--- config.mk ---
export PLATFORM = sky130hd
export DESIGN_NAME = modbus_time_register_responder_top_flat
export DESIGN_NICKNAME = d
export VERILOG_FILES = /design/src/hw/rtl/mtr_pkg.sv /design/src/hw/rtl/mtr_stream_if.sv /design/src/hw/rtl/mtr_front.sv /design/src/hw/rtl/mtr_queue.sv /design/src/hw/rtl/mtr_back.sv /design/src/hw/rtl/modbus_time_register_responder_top.sv /design/src/flat_wrapper.sv
export SDC_FILE = /design/constraint.sdc
export NUM_CORES = 1
export LEC_CHECK = 0
export BUFFER_PORTS_ARGS = -buffer_cell sky130_fd_sc_hd__buf_2
export CORE_MARGIN = 2
export CORE_UTILIZATION = 42
export CTS_CLUSTER_DIAMETER = 150
export DETAILED_ROUTE_END_ITERATION = 10
export GPL_ROUTABILITY_DRIVEN = 0
export GPL_TIMING_DRIVEN = 0
export SLEW_MARGIN = 20
export SYNTH_ARGS = -nofsm -noshare
export SYNTH_HDL_FRONTEND = slang
export SYNTH_HIERARCHICAL = 1
export SYNTH_SLANG_ARGS = --single-unit
--- constraint.sdc ---
create_clock -name clock -period 9.65 [get_ports clock]
set_clock_uncertainty 0.1 [all_clocks]
set_input_delay 0.965 -clock clock [delete_from_list [all_inputs] [get_ports clock]]
set_output_delay 0.965 -clock clock [all_outputs]
set_load 0.02 [all_outputs]
--- src/hw/rtl/mtr_pkg.sv ---
// ----------------------------------------------------------------------------
// mtr_pkg
// shared types, constants and helpers of the modbus time register responder
// ----------------------------------------------------------------------------
package mtr_pkg;
   localparam int FRAME_BYTES = 8;
   localparam int RESP_MAX    = 11;
   localparam logic [7:0]  FUNC_READ_INPUT = 8'h04;
   localparam logic [7:0]  FUNC_EXCEPTION  = 8'h84;
   localparam logic [15:0] CRC_INIT  = 16'hFFFF;
   localparam logic [15:0] CRC_POLY  = 16'hA001;
   localparam logic [15:0] REG_HOURS = 16'd4001;
   localparam logic [15:0] REG_MINS  = 16'd4002;
   localparam logic [15:0] REG_SECS  = 16'd4003;
   localparam logic [7:0]  SLAVE_ADDRESS_RESET    = 8'd1;
   localparam logic [11:0] TICKS_PER_SECOND_RESET = 12'd1600;
   localparam logic [11:0] GAP_LIMIT_RESET        = 12'd900;

   typedef enum logic {
      OP_BYTE = 1'b0,
      OP_TICK = 1'b1
   } opcode_type;

   typedef enum logic [1:0] {
      CSR_SLAVE_ADDRESS    = 2'd0,
      CSR_TICKS_PER_SECOND = 2'd1,
      CSR_GAP_LIMIT        = 2'd2
   } csr_index_type;

   typedef enum logic [1:0] {
      EXC_NONE     = 2'd0,
      EXC_FUNCTION = 2'd1,
      EXC_ADDRESS  = 2'd2,
      EXC_COUNT    = 2'd3
   } exc_code_type;

   typedef enum logic [2:0] {
      BK_IDLE,
      BK_CHECK,
      BK_BUILD,
      BK_CRC,
      BK_SEND
   } back_state_type;

   // captured frame with clock snapshot, passed front to back
   typedef struct packed {
      logic [FRAME_BYTES-1:0][7:0] bytes;
      logic [4:0] hours;
      logic [5:0] minutes;
      logic [5:0] seconds;
   } frame_type;

   // one byte of crc update, eight shift steps
   function automatic logic [15:0] crc_byte(input logic [15:0] crc, input logic [7:0] data);
      logic [15:0] c;
      c = crc ^ {8'h00, data};
      for (int k = 0; k < 8; k++) begin
         c = c[0] ? ((c >> 1) ^ CRC_POLY) : (c >> 1);
      end
      return c;
   endfunction
endpackage

--- src/hw/rtl/mtr_stream_if.sv ---
// ----------------------------------------------------------------------------
// mtr_req_if / mtr_rsp_if
// valid/ready channels of the responder
// ----------------------------------------------------------------------------
interface mtr_req_if;
   logic       valid;
   logic       ready;
   logic       opcode;
   logic [7:0] rx_byte;
   modport source (output valid, output opcode, output rx_byte, input ready);
   modport sink   (input valid, input opcode, input rx_byte, output ready);
endinterface

interface mtr_rsp_if;
   logic       valid;
   logic       ready;
   logic [7:0] tx_byte;
   logic       last;
   modport source (output valid, output tx_byte, output last, input ready);
   modport sink   (input valid, input tx_byte, input last, output ready);
endinterface

--- src/hw/rtl/mtr_front.sv ---
// ----------------------------------------------------------------------------
// mtr_front
// takes bytes and ticks, runs gap counter and clock, assembles frames
// ----------------------------------------------------------------------------
module mtr_front
   import mtr_pkg::*;
(
   input  logic        clock,
   input  logic        reset,
   mtr_req_if.sink     req,
   input  logic [11:0] ticks_per_second,
   input  logic [11:0] gap_limit,
   input  logic        queue_full,
   output logic        frame_push,
   output frame_type   frame_data
);
   logic [FRAME_BYTES-1:0][7:0] store_ff, store_in;
   logic [3:0]  index_ff, index_in;
   logic [11:0] idle_ff, idle_in;
   logic [11:0] div_ff, div_in;
   logic [5:0]  sec_ff, sec_in;
   logic [5:0]  min_ff, min_in;
   logic [4:0]  hour_ff, hour_in;
   logic        accept;
   logic [2:0]  slot;
   logic [11:0] period;

   // a full queue blocks every request, bytes and ticks alike
   assign req.ready = !queue_full;
   assign accept    = req.valid && req.ready;
   assign period    = (ticks_per_second == 12'd0) ? 12'd1 : ticks_per_second;

   always_comb begin
      store_in   = store_ff;
      index_in   = index_ff;
      idle_in    = idle_ff;
      div_in     = div_ff;
      sec_in     = sec_ff;
      min_in     = min_ff;
      hour_in    = hour_ff;
      frame_push = 1'b0;
      slot       = 3'd0;
      frame_data.bytes   = store_ff;
      frame_data.hours   = hour_ff;
      frame_data.minutes = min_ff;
      frame_data.seconds = sec_ff;
      if (accept && req.opcode == OP_TICK) begin
         if (idle_ff != 12'hFFF) idle_in = idle_ff + 12'd1;
         if ({1'b0, div_ff} + 13'd1 >= {1'b0, period}) begin
            div_in = 12'd0;
            sec_in = sec_ff + 6'd1;
            if (sec_in >= 6'd60) begin
               sec_in = 6'd0;
               min_in = min_ff + 6'd1;
            end
            if (min_in >= 6'd60) begin
               min_in  = 6'd0;
               hour_in = hour_ff + 5'd1;
            end
            if (hour_in >= 5'd24) hour_in = 5'd0;
         end else begin
            div_in = div_ff + 12'd1;
         end
      end else if (accept) begin
         slot = (idle_ff > gap_limit) ? 3'd0 : index_ff[2:0];
         store_in[slot] = req.rx_byte;
         idle_in = 12'd0;
         if (slot == 3'(FRAME_BYTES - 1)) begin
            index_in   = 4'd0;
            frame_push = 1'b1;
            frame_data.bytes = store_in;
         end else begin
            index_in = {1'b0, slot} + 4'd1;
         end
      end
   end

   always_ff @(posedge clock) begin
      store_ff <= store_in;
      if (reset) begin
         index_ff <= '0;
         idle_ff  <= '0;
         div_ff   <= '0;
         sec_ff   <= '0;
         min_ff   <= '0;
         hour_ff  <= '0;
      end else begin
         index_ff <= index_in;
         idle_ff  <= idle_in;
         div_ff   <= div_in;
         sec_ff   <= sec_in;
         min_ff   <= min_in;
         hour_ff  <= hour_in;
      end
   end
endmodule

--- src/hw/rtl/mtr_queue.sv ---
// ----------------------------------------------------------------------------
// mtr_queue
// two-entry frame queue between front and back
// ----------------------------------------------------------------------------
module mtr_queue
   import mtr_pkg::*;
(
   input  logic      clock,
   input  logic      reset,
   input  logic      push,
   input  frame_type push_data,
   input  logic      pop,
   output logic      full,
   output logic      not_empty,
   output frame_type head
);
   frame_type  mem_ff [2];
   logic       wptr_ff, rptr_ff;
   logic [1:0] count_ff;

   assign full      = (count_ff == 2'd2);
   assign not_empty = (count_ff != 2'd0);
   assign head      = mem_ff[rptr_ff];

   always_ff @(posedge clock) begin
      if (push) mem_ff[wptr_ff] <= push_data;
      if (reset) begin
         wptr_ff  <= 1'b0;
         rptr_ff  <= 1'b0;
         count_ff <= 2'd0;
      end else begin
         if (push) wptr_ff <= !wptr_ff;
         if (pop)  rptr_ff <= !rptr_ff;
         count_ff <= count_ff + {1'b0, push} - {1'b0, pop};
      end
   end
endmodule

--- src/hw/rtl/mtr_back.sv ---
// ----------------------------------------------------------------------------
// mtr_back
// checks a queued frame's crc, drops it on a mismatch, else builds the response and sends it
// ----------------------------------------------------------------------------
module mtr_back
   import mtr_pkg::*;
(
   input  logic       clock,
   input  logic       reset,
   input  logic       frame_valid,
   input  frame_type  frame,
   output logic       frame_pop,
   input  logic [7:0] slave_address,
   mtr_rsp_if.source  rsp
);
   back_state_type state_ff, state_in;
   logic [15:0] crc_ff, crc_in;
   logic [3:0]  pos_ff, pos_in;
   logic [3:0]  len_ff, len_in;
   logic [RESP_MAX-1:0][7:0] resp_ff, resp_in;
   logic [15:0] start, count;
   logic [7:0]  crc_src;
   exc_code_type code;
   logic [1:0]  cnt2;

   assign start = {frame.bytes[2], frame.bytes[3]};
   assign count = {frame.bytes[4], frame.bytes[5]};
   assign cnt2  = count[1:0];

   always_comb begin
      if (frame.bytes[1] != FUNC_READ_INPUT) code = EXC_FUNCTION;
      else if (start < REG_HOURS || start > REG_SECS) code = EXC_ADDRESS;
      else if (count == 16'd0 || count > 16'd3 || start + count > 16'd4004) code = EXC_COUNT;
      else code = EXC_NONE;
   end

   function automatic logic [7:0] reg_val(input logic [15:0] r, input frame_type f);
      if (r == REG_HOURS) return {3'd0, f.hours};
      if (r == REG_MINS)  return {2'd0, f.minutes};
      return {2'd0, f.seconds};
   endfunction

   always_comb begin
      state_in  = state_ff;
      crc_in    = crc_ff;
      pos_in    = pos_ff;
      len_in    = len_ff;
      resp_in   = resp_ff;
      frame_pop = 1'b0;
      crc_src   = (state_ff == BK_CHECK) ? frame.bytes[pos_ff[2:0]] : resp_ff[pos_ff];
      rsp.valid   = (state_ff == BK_SEND);
      rsp.tx_byte = resp_ff[pos_ff];
      rsp.last    = (pos_ff == len_ff - 4'd1);
      unique case (state_ff)
         BK_IDLE: begin
            if (frame_valid) begin
               state_in = BK_CHECK;
               crc_in   = CRC_INIT;
               pos_in   = 4'd0;
            end
         end
         BK_CHECK: begin
            // one frame byte of crc per cycle
            crc_in = crc_byte(crc_ff, crc_src);
            pos_in = pos_ff + 4'd1;
            if (pos_ff == 4'd5) state_in = BK_BUILD;
         end
         BK_BUILD: begin
            if (frame.bytes[6] != crc_ff[7:0] || frame.bytes[7] != crc_ff[15:8]) begin
               frame_pop = 1'b1;
               state_in  = BK_IDLE;
            end else begin
               resp_in[0] = slave_address;
               if (code != EXC_NONE) begin
                  resp_in[1] = FUNC_EXCEPTION;
                  resp_in[2] = {6'd0, code};
                  len_in     = 4'd5;
               end else begin
                  resp_in[1] = FUNC_READ_INPUT;
                  resp_in[2] = {5'd0, cnt2, 1'b0};
                  resp_in[3] = 8'h00;
                  resp_in[4] = reg_val(start, frame);
                  resp_in[5] = 8'h00;
                  resp_in[6] = reg_val(start + 16'd1, frame);
                  resp_in[7] = 8'h00;
                  resp_in[8] = reg_val(start + 16'd2, frame);
                  len_in     = 4'd5 + {1'b0, cnt2, 1'b0};
               end
               crc_in    = CRC_INIT;
               pos_in    = 4'd0;
               frame_pop = 1'b1;
               state_in  = BK_CRC;
            end
         end
         BK_CRC: begin
            crc_in = crc_byte(crc_ff, crc_src);
            pos_in = pos_ff + 4'd1;
            if (pos_ff == len_ff - 4'd3) begin
               resp_in[len_ff - 4'd2] = crc_in[7:0];
               resp_in[len_ff - 4'd1] = crc_in[15:8];
               pos_in   = 4'd0;
               state_in = BK_SEND;
            end
         end
         BK_SEND: begin
            if (rsp.ready) begin
               pos_in = pos_ff + 4'd1;
               if (rsp.last) state_in = BK_IDLE;
            end
         end
         default: state_in = BK_IDLE;
      endcase
   end

   always_ff @(posedge clock) begin
      crc_ff  <= crc_in;
      len_ff  <= len_in;
      resp_ff <= resp_in;
      if (reset) begin
         state_ff <= BK_IDLE;
         pos_ff   <= '0;
      end else begin
         state_ff <= state_in;
         pos_ff   <= pos_in;
      end
   end
endmodule

--- src/hw/rtl/modbus_time_register_responder_top.sv ---
// Modbus RTU read-input-registers responder with an h:m:s clock. Ticks and
// bytes are taken one a cycle by the front end while its two-frame queue has
// room; a completed 8-byte frame gets a crc check of its first six bytes, a
// build step and a response crc in the back end, then one response byte is
// sent per cycle while rsp.ready is high; the crc unit sets the frame latency.
// Registers: 0 slave_address, 1 ticks_per_second, 2 gap_limit at 4*i.
module modbus_time_register_responder_top
   import mtr_pkg::*;
(
   input  logic        clock,
   input  logic        reset,
   mtr_req_if.sink     req,
   mtr_rsp_if.source   rsp,
   input  logic        csr_psel,
   input  logic        csr_penable,
   input  logic        csr_pwrite,
   input  logic [3:0]  csr_paddr,
   input  logic [31:0] csr_pwdata,
   output logic [31:0] csr_prdata,
   output logic        csr_pready
);
   logic [7:0]  addr_ff;
   logic [11:0] tps_ff, gap_ff;
   logic        push, pop, full, not_empty;
   frame_type   push_data, head;
   csr_index_type csr_idx;

   assign csr_pready = 1'b1;
   assign csr_idx    = csr_index_type'(csr_paddr[3:2]);

   always_comb begin
      unique case (csr_idx)
         CSR_SLAVE_ADDRESS:    csr_prdata = {24'd0, addr_ff};
         CSR_TICKS_PER_SECOND: csr_prdata = {20'd0, tps_ff};
         CSR_GAP_LIMIT:        csr_prdata = {20'd0, gap_ff};
         default:              csr_prdata = 32'd0;
      endcase
   end

   always_ff @(posedge clock) begin
      if (reset) begin
         addr_ff <= SLAVE_ADDRESS_RESET;
         tps_ff  <= TICKS_PER_SECOND_RESET;
         gap_ff  <= GAP_LIMIT_RESET;
      end else if (csr_psel && csr_penable && csr_pwrite && csr_pready) begin
         unique case (csr_idx)
            CSR_SLAVE_ADDRESS:    addr_ff <= csr_pwdata[7:0];
            CSR_TICKS_PER_SECOND: tps_ff  <= csr_pwdata[11:0];
            CSR_GAP_LIMIT:        gap_ff  <= csr_pwdata[11:0];
            default: ;
         endcase
      end
   end

   mtr_front u_front (
      .clock, .reset, .req,
      .ticks_per_second(tps_ff), .gap_limit(gap_ff),
      .queue_full(full), .frame_push(push), .frame_data(push_data)
   );

   mtr_queue u_queue (
      .clock, .reset, .push, .push_data, .pop, .full, .not_empty, .head
   );

   mtr_back u_back (
      .clock, .reset, .frame_valid(not_empty), .frame(head), .frame_pop(pop),
      .slave_address(addr_ff), .rsp
   );
endmodule

--- src/flat_wrapper.sv ---
// flat-port wrapper written by rule: the top's interface ports become plain ports
module modbus_time_register_responder_top_flat import mtr_pkg::*;
  (clock, reset, csr_psel, csr_penable, csr_pwrite, csr_paddr, csr_pwdata, csr_prdata, csr_pready, req_valid, req_opcode, req_rx_byte, req_ready, rsp_valid, rsp_tx_byte, rsp_last, rsp_ready);
  mtr_req_if req_i ();
  mtr_rsp_if rsp_i ();
  input  logic clock;
  input  logic reset;
  input  logic csr_psel;
  input  logic csr_penable;
  input  logic csr_pwrite;
  input  logic [3:0] csr_paddr;
  input  logic [31:0] csr_pwdata;
  output logic [31:0] csr_prdata;
  output logic csr_pready;
  input wire logic [$bits(req_i.valid)-1:0] req_valid;
  input wire logic [$bits(req_i.opcode)-1:0] req_opcode;
  input wire logic [$bits(req_i.rx_byte)-1:0] req_rx_byte;
  output wire logic [$bits(req_i.ready)-1:0] req_ready;
  output wire logic [$bits(rsp_i.valid)-1:0] rsp_valid;
  output wire logic [$bits(rsp_i.tx_byte)-1:0] rsp_tx_byte;
  output wire logic [$bits(rsp_i.last)-1:0] rsp_last;
  input wire logic [$bits(rsp_i.ready)-1:0] rsp_ready;
  assign req_i.valid = req_valid;
  assign req_i.opcode = req_opcode;
  assign req_i.rx_byte = req_rx_byte;
  assign req_ready = req_i.ready;
  assign rsp_valid = rsp_i.valid;
  assign rsp_tx_byte = rsp_i.tx_byte;
  assign rsp_last = rsp_i.last;
  assign rsp_i.ready = rsp_ready;
  modbus_time_register_responder_top u_core (.clock(clock), .reset(reset), .req(req_i), .rsp(rsp_i), .csr_psel(csr_psel), .csr_penable(csr_penable), .csr_pwrite(csr_pwrite), .csr_paddr(csr_paddr), .csr_pwdata(csr_pwdata), .csr_prdata(csr_prdata), .csr_pready(csr_pready));
endmodule
==> flow_metrics.py <==
metrics = {
    "grt": {
        "grtUsageTotal": 0.2187,
        "grt_pass1_wl_microns": 95250,
        "grt_pass1_vias": 15510,
        "grt_max_degree": 49,
        "grt_overflow": 0,
        "antenna_found_initial": 0,
    },
    "cts": {
        "clock_latency_ps": 610,
        "clk_pin_slew_worst_paths_ps": 60,
        "cts_made_buffers": 47,
        "clockBufferDepth": 3,
        "post_cts.repair.setup_buffers": 0,
        "clock-root-buffer": "clkbuf_16",
        "clock-sinks": 421,
        "h-tree-depth": 2,
        "holdBufCountCts": 0,
        "ctsResizeCount": 0,
        "cts_tree": "done",
    },
    "finish": {
        "antenna_cells": 0,
        "drive_gt1_frac": 0.2270,
        "fin_nets": 2167,
        "multi_input_area_sq_um": 10850,
        "fillCellCount": 4915,
        "seq_area_sq_um": 11760,
        "fin_cells": 2849,
        "syn_to_final_growth_pct": 12.61,
    },
    "yosys": {
        "yosysWarnings": 6,
        "synth-adder-area-share": 0.02901,
        "yosysSeqAreaShare": 0.5013,
        "synth.avg_cell_area_sq_um": 12.13,
        "synth_area_sq_um": 23460,
        "yosys_most_used_dff": "edfxtp_1",
        "synth_edf_count": 333,
        "synth_xor_area_frac": 0.03579,
        "ys_async_sr_fraction": 0,
        "synth_compound_area_frac": 0.08133,
        "muxShareOfSynthArea": 0.1882,
        "synth.distinct_cells": 99,
        "synth_top_family_by_area": "multiplexers",
        "syn_inst": 1934,
        "synthSimpleGateAreaFrac": 0.1222,
        "synth_seq_cells": 421,
    },
    "critical_path": {
        "critPathRequiredTime_ps": 9760,
        "end_kind": "flop",
        "reg2reg_to": "u_core/u_back/resp_ff[62]$_SDFFCE_PN0P_",
        "endpoint": "u_core/u_back/resp_ff[62]$_SDFFCE_PN0P_",
        "critPathKind": "reg -> reg",
        "cpPeakStageDelay_ps": 700,
        "start_kind": "flop",
        "crit_chain": "buf_6 -> buf_12 -> mux2_4 -> clkbuf_1 -> inv_1 -> fa_1 -> nor2b_1 -> o21ai_0 -> a21oi_1 -> or2_2 -> a21oi_1 -> o21ai_0 -> xor2_1 -> a31oi_1 -> and3_1 -> clkbuf_1 -> o21a_2",
        "crit_fanout": 30,
        "worstPathArrival_ps": 5650,
        "reg2regPathDepth": 17,
        "cp_slowest_cell": "o21a_2",
        "reg2reg_setup_slack_ps": 4110,
    },
    "pwr": {
        "vdd_drop_max_uv": 144.7,
        "power_density_nw_per_um2": 161.0,
        "p_leak_nw": 9.675,
        "fin_total_pwr_mw": 4.253,
    },
    "routing": {
        "drt-total-wl_microns": 63380,
        "wl_per_cell_microns": 22.25,
        "drtAntennaViolNets": 0,
        "vias": 16160,
        "first_pass_iters": 5,
        "drt-initial-drc-count": 1618,
        "drc": 0,
        "drt-vias-per-instance": 5.673,
    },
    "die": {
        "die-area_sq_um": 57760,
        "num_rows": 86,
        "fp.coreArea_sq_um": 55200,
        "initial_core_util": 0.4250,
        "die_x_microns": 240.3,
        "fp.dieH_microns": 240.3,
        "pin_count": 96,
    },
    "sta": {
        "worst_pin_slew_ps": 1016,
        "setup_slack_ps": 4110,
        "tns_ps": 0,
        "drv_slew": 0,
        "max_freq_mhz": 180.5,
        "hold_viol": 0,
        "period_minus_slack_ps": 5540,
        "slew_headroom": 0.3224,
        "rsz0062_at_grt": "false",
        "period_share": 0.5741,
        "finalSetupViolCount": 0,
    },
    "min_path": {
        "hold_path_class": "reg -> reg",
    },
    "run": {
        "maxCapViolCount": 0,
    },
    "outcome": {
        "outcome": "completed",
    },
    "placed_design": {
        "hpwl_microns": 46640,
        "post-place-ws_ps": 4162,
        "port_buffers": 52,
        "dp_cells": 2761,
    },
}
==> cell usage in the layout (no fill, tap or decap), drive strengths merged, types with 47 or more instances in the layout <==
cell and count:
o21ai 76, edfxtp 333, nand2b 48, clkbuf 116, a21oi 90, mux2i 89
nand2 126, buf 126, xor2 47, mux2 228, ha 52, inv 57
dfxtp 88, nor2 137
==> cell families after synthesis <==
logic type               Yosys count
AO/OA/AOI/OAI                    297
XOR/XNOR                          86
adder cells (fa/ha/maj)           54
buffers and inverters            178
flip-flops                       421
multiplexers                     345
other                              2
AND/OR/NAND/NOR                  551
==> power breakdown <==
part	total [mW]	internal (mW)	switching, mW
registers	1.99	1.97	0.0198
clock network	1.72	0.965	0.751
logic	0.544	0.189	0.355
total	4.25	3.13	1.13
==> worst min path at each step <==
stage	startpoint	to	cells after the start
global placement	u_core/u_front/div_ff[11]$_SDFFE_PP0P_	u_core/u_front/div_ff[11]$_SDFFE_PP0P_	2
finish	u_core/u_front/div_ff[11]$_SDFFE_PP0P_	u_core/u_front/div_ff[11]$_SDFFE_PP0P_	2
CTS	u_core/u_front/div_ff[11]$_SDFFE_PP0P_	u_core/u_front/div_ff[11]$_SDFFE_PP0P_	2
detailed placement	u_core/u_front/sec_ff[2]$_SDFFE_PP0P_	u_core/u_queue/mem_ff[0][2]$_DFFE_PP_	0
global route	u_core/gap_ff[6]$_SDFFE_PP0P_	u_core/gap_ff[6]$_SDFFE_PP0P_	2
floorplan	u_core/u_front/sec_ff[2]$_SDFFE_PP0P_	u_core/u_queue/mem_ff[0][2]$_DFFE_PP_	0
==> through the flow <==
step	utilization	hold WS [ps]	instance area, sq um
final	0.4786	393.4	26420
after global routing	0.4786	423.4	26420
after CTS	0.4785	397.2	26410
after detailed placement	0.4516	384.7	24930
after global placement	0.4480	376.2	24730
after floorplan	-	323.7	23530
==> cell usage after synthesis, types with 9 or more instances <==
cell type | count | share of area
and3_1 | 15 | 0.0040
mux2i_1 | 89 | 0.038
dfxtp_1 | 88 | 0.075
buf_4 | 24 | 0.0077
nand2_1 | 126 | 0.020
a22o_1 | 12 | 0.0045
nor2_1 | 137 | 0.022
nor2b_1 | 20 | 0.0053
nand3_1 | 40 | 0.0085
o21ai_0 | 73 | 0.016
edfxtp_1 | 333 | 0.43
o22ai_1 | 17 | 0.0045
and2_1 | 13 | 0.0035
buf_12 | 9 | 0.0077
ha_1 | 52 | 0.028
xnor2_1 | 33 | 0.012
nand2b_1 | 48 | 0.013
inv_1 | 55 | 0.0088
a31oi_1 | 9 | 0.0024
clkbuf_1 | 55 | 0.0088
nor3_1 | 30 | 0.0064
or3_1 | 21 | 0.0056
nand4_1 | 28 | 0.0075
mux2_2 | 147 | 0.071
mux4_2 | 21 | 0.020
mux2_4 | 80 | 0.051
nor4_1 | 16 | 0.0043
nand3b_1 | 13 | 0.0042
a21oi_1 | 88 | 0.019
xor2_1 | 47 | 0.018
buf_2 | 24 | 0.0051
a211oi_1 | 12 | 0.0038
a21o_1 | 9 | 0.0029
==> state kept, by name, indices dropped and copies added (netlist names), named ones only <==
register	flops
u_core/addr_ff	8
u_core/tps_ff	12
u_core/u_back/len_ff	3
u_core/u_front/div_ff	12
u_core/u_back/crc_ff	16
u_core/u_queue/count_ff	2
u_core/u_front/hour_ff	5
u_core/u_queue/wptr_ff	1
u_core/u_queue/rptr_ff	1
u_core/u_back/resp_ff	88
u_core/u_front/store_ff	64
u_core/u_front/index_ff	3
u_core/u_queue/mem_ff	162
u_core/gap_ff	12
u_core/u_back/pos_ff	4
u_core/u_front/idle_ff	12
u_core/u_front/sec_ff	6
u_core/u_front/min_ff	6
u_core/u_back/state_ff	3
==> layout make-up <==
class | instances | share of cell area
Clock inverter | 27 | 0.009615
Multi-Input combinational cell | 1354 | 0.4106
Clock buffer | 61 | 0.04651
Timing Repair Buffer | 60 | 0.01558
Buffer | 121 | 0.02899
Tap cell | 748 | 0.03543
Sequential cell | 421 | 0.4452
Inverter | 57 | 0.008099
==> routing by layer <==
| layer | up-vias | routed length (microns) | global-route usage |
|---|---|---|---|
| met4 | 0 | 2316 | 0.08357 |
| met5 | - | 0 | 0 |
| li1 | 7488 | - | - |
| met3 | 115 | 3835 | 0.03042 |
| met2 | 547 | 28350 | 0.3393 |
| met1 | 8011 | 28880 | 0.3104 |
==> worst max-delay path: cells and delay by family, from the launching register on <==
kind,cells,cell delay [ps]
simple gates,3,630
mux,1,250
flops,1,320
xor+xnor,1,100
fa+ha+maj,1,500
buf+inv,5,1510
compound gates,6,1720
(Power assumes the default switching activity.)
